==> config.mk <==
export PLATFORM = sky130hd
export DESIGN_NAME = fpea_table
export DESIGN_NICKNAME = d
export VERILOG_FILES = /design/src/hw/rtl/fpea_pkg.sv /design/src/hw/rtl/fpea_table.sv
export SDC_FILE = /design/constraint.sdc
export NUM_CORES = 2
export LEC_CHECK = 0
export BUFFER_PORTS_ARGS = -buffer_cell sky130_fd_sc_hd__buf_2
export CAP_MARGIN = 5
export CORE_MARGIN = 3
export CORE_UTILIZATION = 49
export CTS_BUF_LIST = sky130_fd_sc_hd__clkbuf_16
export DETAILED_ROUTE_END_ITERATION = 6
export HOLD_SLACK_MARGIN = 0.08
export PLACE_DENSITY = 0.62
export SLEW_MARGIN = 20
export SYNTH_ARGS = -nofsm -noshare
export SYNTH_HDL_FRONTEND = slang
export SYNTH_SLANG_ARGS = --single-unit
==> constraint.sdc <==
create_clock -name clk -period 18.9 [get_ports clk]
set_input_delay 3.78 -clock clk [delete_from_list [all_inputs] [get_ports clk]]
set_output_delay 3.78 -clock clk [all_outputs]
set_load 0.02 [all_outputs]
==> src/hw/rtl/fpea_pkg.sv <==
// ----------------------------------------------------------------------------
// Flash partition extent allocator package
// Shared types, codes and a helper function for the allocator and its table.
// ----------------------------------------------------------------------------
`default_nettype none

package fpea_pkg;

	localparam int MAX_ENTRIES = 16;
	localparam int NAME_BYTES  = 8;
	localparam int IDX_W       = $clog2(MAX_ENTRIES);
	localparam int CNT_W       = $clog2(MAX_ENTRIES + 1);

	// Label of the self entry: "ptable" packed first byte lowest.
	localparam logic [63:0] SELF_LABEL = 64'h0000_656C_6261_7470;

	// Command codes.
	localparam logic [2:0] CMD_CREATE   = 3'd0;
	localparam logic [2:0] CMD_ADD      = 3'd1;
	localparam logic [2:0] CMD_REMOVE   = 3'd2;
	localparam logic [2:0] CMD_FIND     = 3'd3;
	localparam logic [2:0] CMD_ALLOC    = 3'd4;
	localparam logic [2:0] CMD_ALLOC_AT = 3'd5;

	// Status codes.
	localparam logic [2:0] STAT_OK          = 3'd0;
	localparam logic [2:0] STAT_INVALID     = 3'd1;
	localparam logic [2:0] STAT_NOT_FOUND   = 3'd2;
	localparam logic [2:0] STAT_EXISTS      = 3'd3;
	localparam logic [2:0] STAT_NOT_ALLOWED = 3'd4;
	localparam logic [2:0] STAT_FULL        = 3'd5;

	// Configuration register indexes.
	localparam logic REG_FLASH_LENGTH = 1'b0;
	localparam logic REG_PAGE_SHIFT   = 1'b1;

	typedef struct packed {
		logic [31:0] start;
		logic [31:0] size;
		logic [31:0] flags;
		logic [63:0] label;
	} entry_t;

	typedef struct packed {
		logic             en;
		logic [IDX_W-1:0] idx;
		entry_t           entry;
	} tbl_wr_t;

	typedef struct packed {
		logic [63:0] label;
		logic [3:0]  len;
	} name_t;

	typedef enum logic [3:0] {
		S_IDLE,
		S_PREP,
		S_SUM,
		S_LOC,
		S_CHECK,
		S_OVL,
		S_FINAL,
		S_SHIFT_UP,
		S_INSERT,
		S_SHIFT_DN,
		S_GAP,
		S_GAP_END,
		S_FREE,
		S_RESP
	} fpea_state_t;

	// Keeps the name bytes up to the first zero byte and counts them.
	function automatic name_t clean_name(input logic [63:0] raw);
		name_t r;
		logic  stop;
		r    = '0;
		stop = 1'b0;
		for (int i = 0; i < 8; i++) begin
			if (raw[8*i +: 8] == 8'h00) begin
				stop = 1'b1;
			end
			if (!stop) begin
				r.label[8*i +: 8] = raw[8*i +: 8];
				r.len             = r.len + 4'd1;
			end
		end
		return r;
	endfunction

endpackage

`default_nettype wire

==> src/hw/rtl/fpea_table.sv <==
// ----------------------------------------------------------------------------
// Partition table storage
// Sixteen entries with one write port and one read port chosen by index.
// ----------------------------------------------------------------------------
`default_nettype none

module fpea_table (
	input  wire logic             clk,
	input  wire fpea_pkg::tbl_wr_t wr,
	input  wire logic [fpea_pkg::IDX_W-1:0] rd_idx,
	output fpea_pkg::entry_t      rd_entry
);

	fpea_pkg::entry_t entries_q [fpea_pkg::MAX_ENTRIES];

	// Write port; the entries carry no reset and are read only below the count.
	always_ff @(posedge clk) begin
		if (wr.en) begin
			entries_q[wr.idx] <= wr.entry;
		end
	end

	// Read port.
	assign rd_entry = entries_q[rd_idx];

endmodule

`default_nettype wire

==> impl_metrics.toml <==
[status]
status = "completed"

[setup_path]
worstSetupPathType = "input pin to primary output"
slowest_delay_ns = 0.90
path_cells = "buf_8 > buf_4 > buf_4 > buf_4 > mux4_2 > a22oi_1 > nand2_1 > buf_2"
arrival_ns = 7.83
cp-start-kind = "input pin"
worstSetupEndpointType = "primary output"
slowest_stage = "buf_4"
worst_path_most_repeated_cell = "buf_4"
critPathMaxFanout = 69
cp.required_ns = 15.12

[run]
cap_violations = 0

[worst_hold_path]
holdPathStages = 1
hp-class = "input pin to register"
min_to = "entries_q[11][86]"
min-delay-start = "wr[86]"

[power_and_ir_drop]
pwr-share-comb = 0.053
p_sw_w = 0.00252
clkPwrFrac = 0.416
seqPwrFrac = 0.531
ir_worst_vdd_mv = 0.0988
cellInternalPower_w = 0.00952
power_w = 0.0120
cellPowerDensity_mw_per_mm2 = 110
swShare = 0.209
leakage_nw = 34.9

[final_layout]
final_util = 0.564
layout-drive-gt1-share = 0.312
largest_reg_flops = 2560
largest_register = "entries_q"
final_cell_mix = "2560 x edfxtp_1, 595 x mux4_2, 325 x buf_2, 287 x clkbuf_16, 267 x a22oi_1"
syn_to_final_growth_pct = 13.7
reg_top3 = "entries_q (2560)"
final_common_cell = "edfxtp_1"
num-nets-final = 4682

[timing]
finalMaxSlewViolations = 0
rsz0062_at_grt = "no"
fin_tns_setup_ns = 0
setup_viol = 0
period_needed_ns = 11.61
final_hold_viol_count = 0
finalCritPeriodShare = 0.615
slew_headroom = 0.193
max_freq_ghz = 0.0861
tightest_slew_ns = 1.21

[clocking]
cts_tree = "built"
clockRootBuffer = "clkbuf_16"
cts_resized = 0
clock-sinks = 2560
cts_hold_buf = 0
clockBufferDepth = 4
cts_buffers = 282
cts_setup_buffers = 0
cts_htree_levels = 5
clk_pin_slew_ns = 0.06

[place]
gp_congestion = 0.711
port_buffers = 329
dp_hpwl_mm = 109

[routing]
drc = 0
wirelength_mm = 226
ant_nets = 0
vias_per_cell = 6.07
dr.pass1.iters = 7
wl_per_cell_um = 30.9
vias = 44459
drt_iter0_drc = 4574

[floorplanning]
die-area_mm2 = 0.202
initial_core_util = 0.496
rows = 161
coreArea_mm2 = 0.194
die_y_um = 449
fp.dieW_um = 449
io_pins = 330

[global_routing]
grt_pass1_wl_mm = 329
grt_max_degree = 143
globalRouteTotalUtil = 0.224
grt_pass1_vias = 46467
overflow = 0
antenna_found_initial = 63

[synthesis]
syn-cell-area_mm2 = 0.0962
ys_ff_latch = 2560
synth_sequential_area_ratio = 0.799
syn_area_per_cell_um2 = 23.9
synthCells = 4031
syn_nets = 4201
synth_cell_types = 26
synth_warnings = 0
-- per-layer routing --
metal  part of all wire  vias to the layer above  track usage  wire length [µm]
met1               0.41                    24118        0.318             93800
met5            0.00045                        -            0               102
met2               0.49                     1612        0.367            112000
met3              0.067                      358       0.0393             15100
li1                   -                    18353            -                 -
met4              0.024                       18       0.0556              5350
-- final cells by class --
cell class	instances	area, µm²
sequential	2560	76900
tap	2608	3260
clock buffer	287	7180
antenna	23	57.6
fill	14255	84400
clock inverter	183	1170
timing repair buffer	419	2520
multi-input combinational	1249	18300
-- critical path, delay by kind of cell --
family	cells	cell delay, ns
compound gates	1	0.21
simple gates	1	0.17
buf+inv	5	2.96
mux	1	0.42
-- through the flow --
| stage | cells | worst slack (ns) | hold slack (ns) | instance area, µm² |
|---|---|---|---|---|
| finish | 7329 | 7.29 | 3.24 | 109000 |
| global route | 7315 | 7.05 | 3.19 | 109000 |
| CTS | 7306 | 7.25 | 3.16 | 109000 |
| detailed placement | 6836 | 7.25 | 4.16 | 101000 |
| global placement | 6836 | 7.27 | 4.15 | 101000 |
| floorplan | 4031 | 2.94 | 3.88 | 96200 |
-- worst max-delay path by stage --
stage	start	end	slack [ns]
floorplan	wr[162]	entries_q[0][0]	2.94
CTS	rd_idx[1]	rd_entry[116]	7.25
global placement	rd_idx[1]	rd_entry[116]	7.27
finish	rd_idx[1]	rd_entry[116]	7.29
detailed placement	rd_idx[1]	rd_entry[116]	7.25
global route	rd_idx[1]	rd_entry[107]	7.05
-- cell usage after synthesis, drive strengths merged --
| cell | n | area share |
|---|---|---|
| nor3 | 4 | 0.00021 |
| nor2b | 34 | 0.0022 |
| nand3 | 1 | 0.000052 |
| o221ai | 28 | 0.0025 |
| mux2 | 82 | 0.0096 |
| clkbuf | 72 | 0.0028 |
| nand2b | 21 | 0.0014 |
| o21ai | 20 | 0.0010 |
| and2 | 3 | 0.00020 |
| buf | 150 | 0.0094 |
| a22oi | 267 | 0.021 |
| a221oi | 17 | 0.0015 |
| mux4 | 595 | 0.14 |
| or3b | 1 | 0.000091 |
| nand3b | 2 | 0.00016 |
| nand2 | 117 | 0.0046 |
| o22a | 8 | 0.00073 |
| or2 | 1 | 0.000065 |
| edfxtp | 2560 | 0.80 |
| mux2i | 33 | 0.0034 |
| nor2 | 15 | 0.00061 |
-- cell families (layout without fill, tap and decap cells) --
family,Yosys count,count (layout),synth area share
AO/OA/AOI/OAI,340,340,0.0267
buffers and inverters,222,889,0.0122
flip-flops,2560,2560,0.799
multiplexers,710,710,0.152
other,0,23,0
AND/OR/NAND/NOR,199,199,0.00952
-- power groups by stage --
| stage | Sequential (W) | Clock [W] | Combinational (W) |
|---|---|---|---|
| after floorplan | 0.00652 | 0 | 0.000383 |
| after global placement | 0.00650 | 0 | 0.000644 |
| after detailed placement | 0.00651 | 0 | 0.000652 |
| after CTS | 0.00639 | 0.00512 | 0.000653 |
| after global routing | 0.00639 | 0.00536 | 0.000685 |
| final | 0.00639 | 0.00501 | 0.000637 |
No activity file was read; power rests on OpenSTA's default activity.
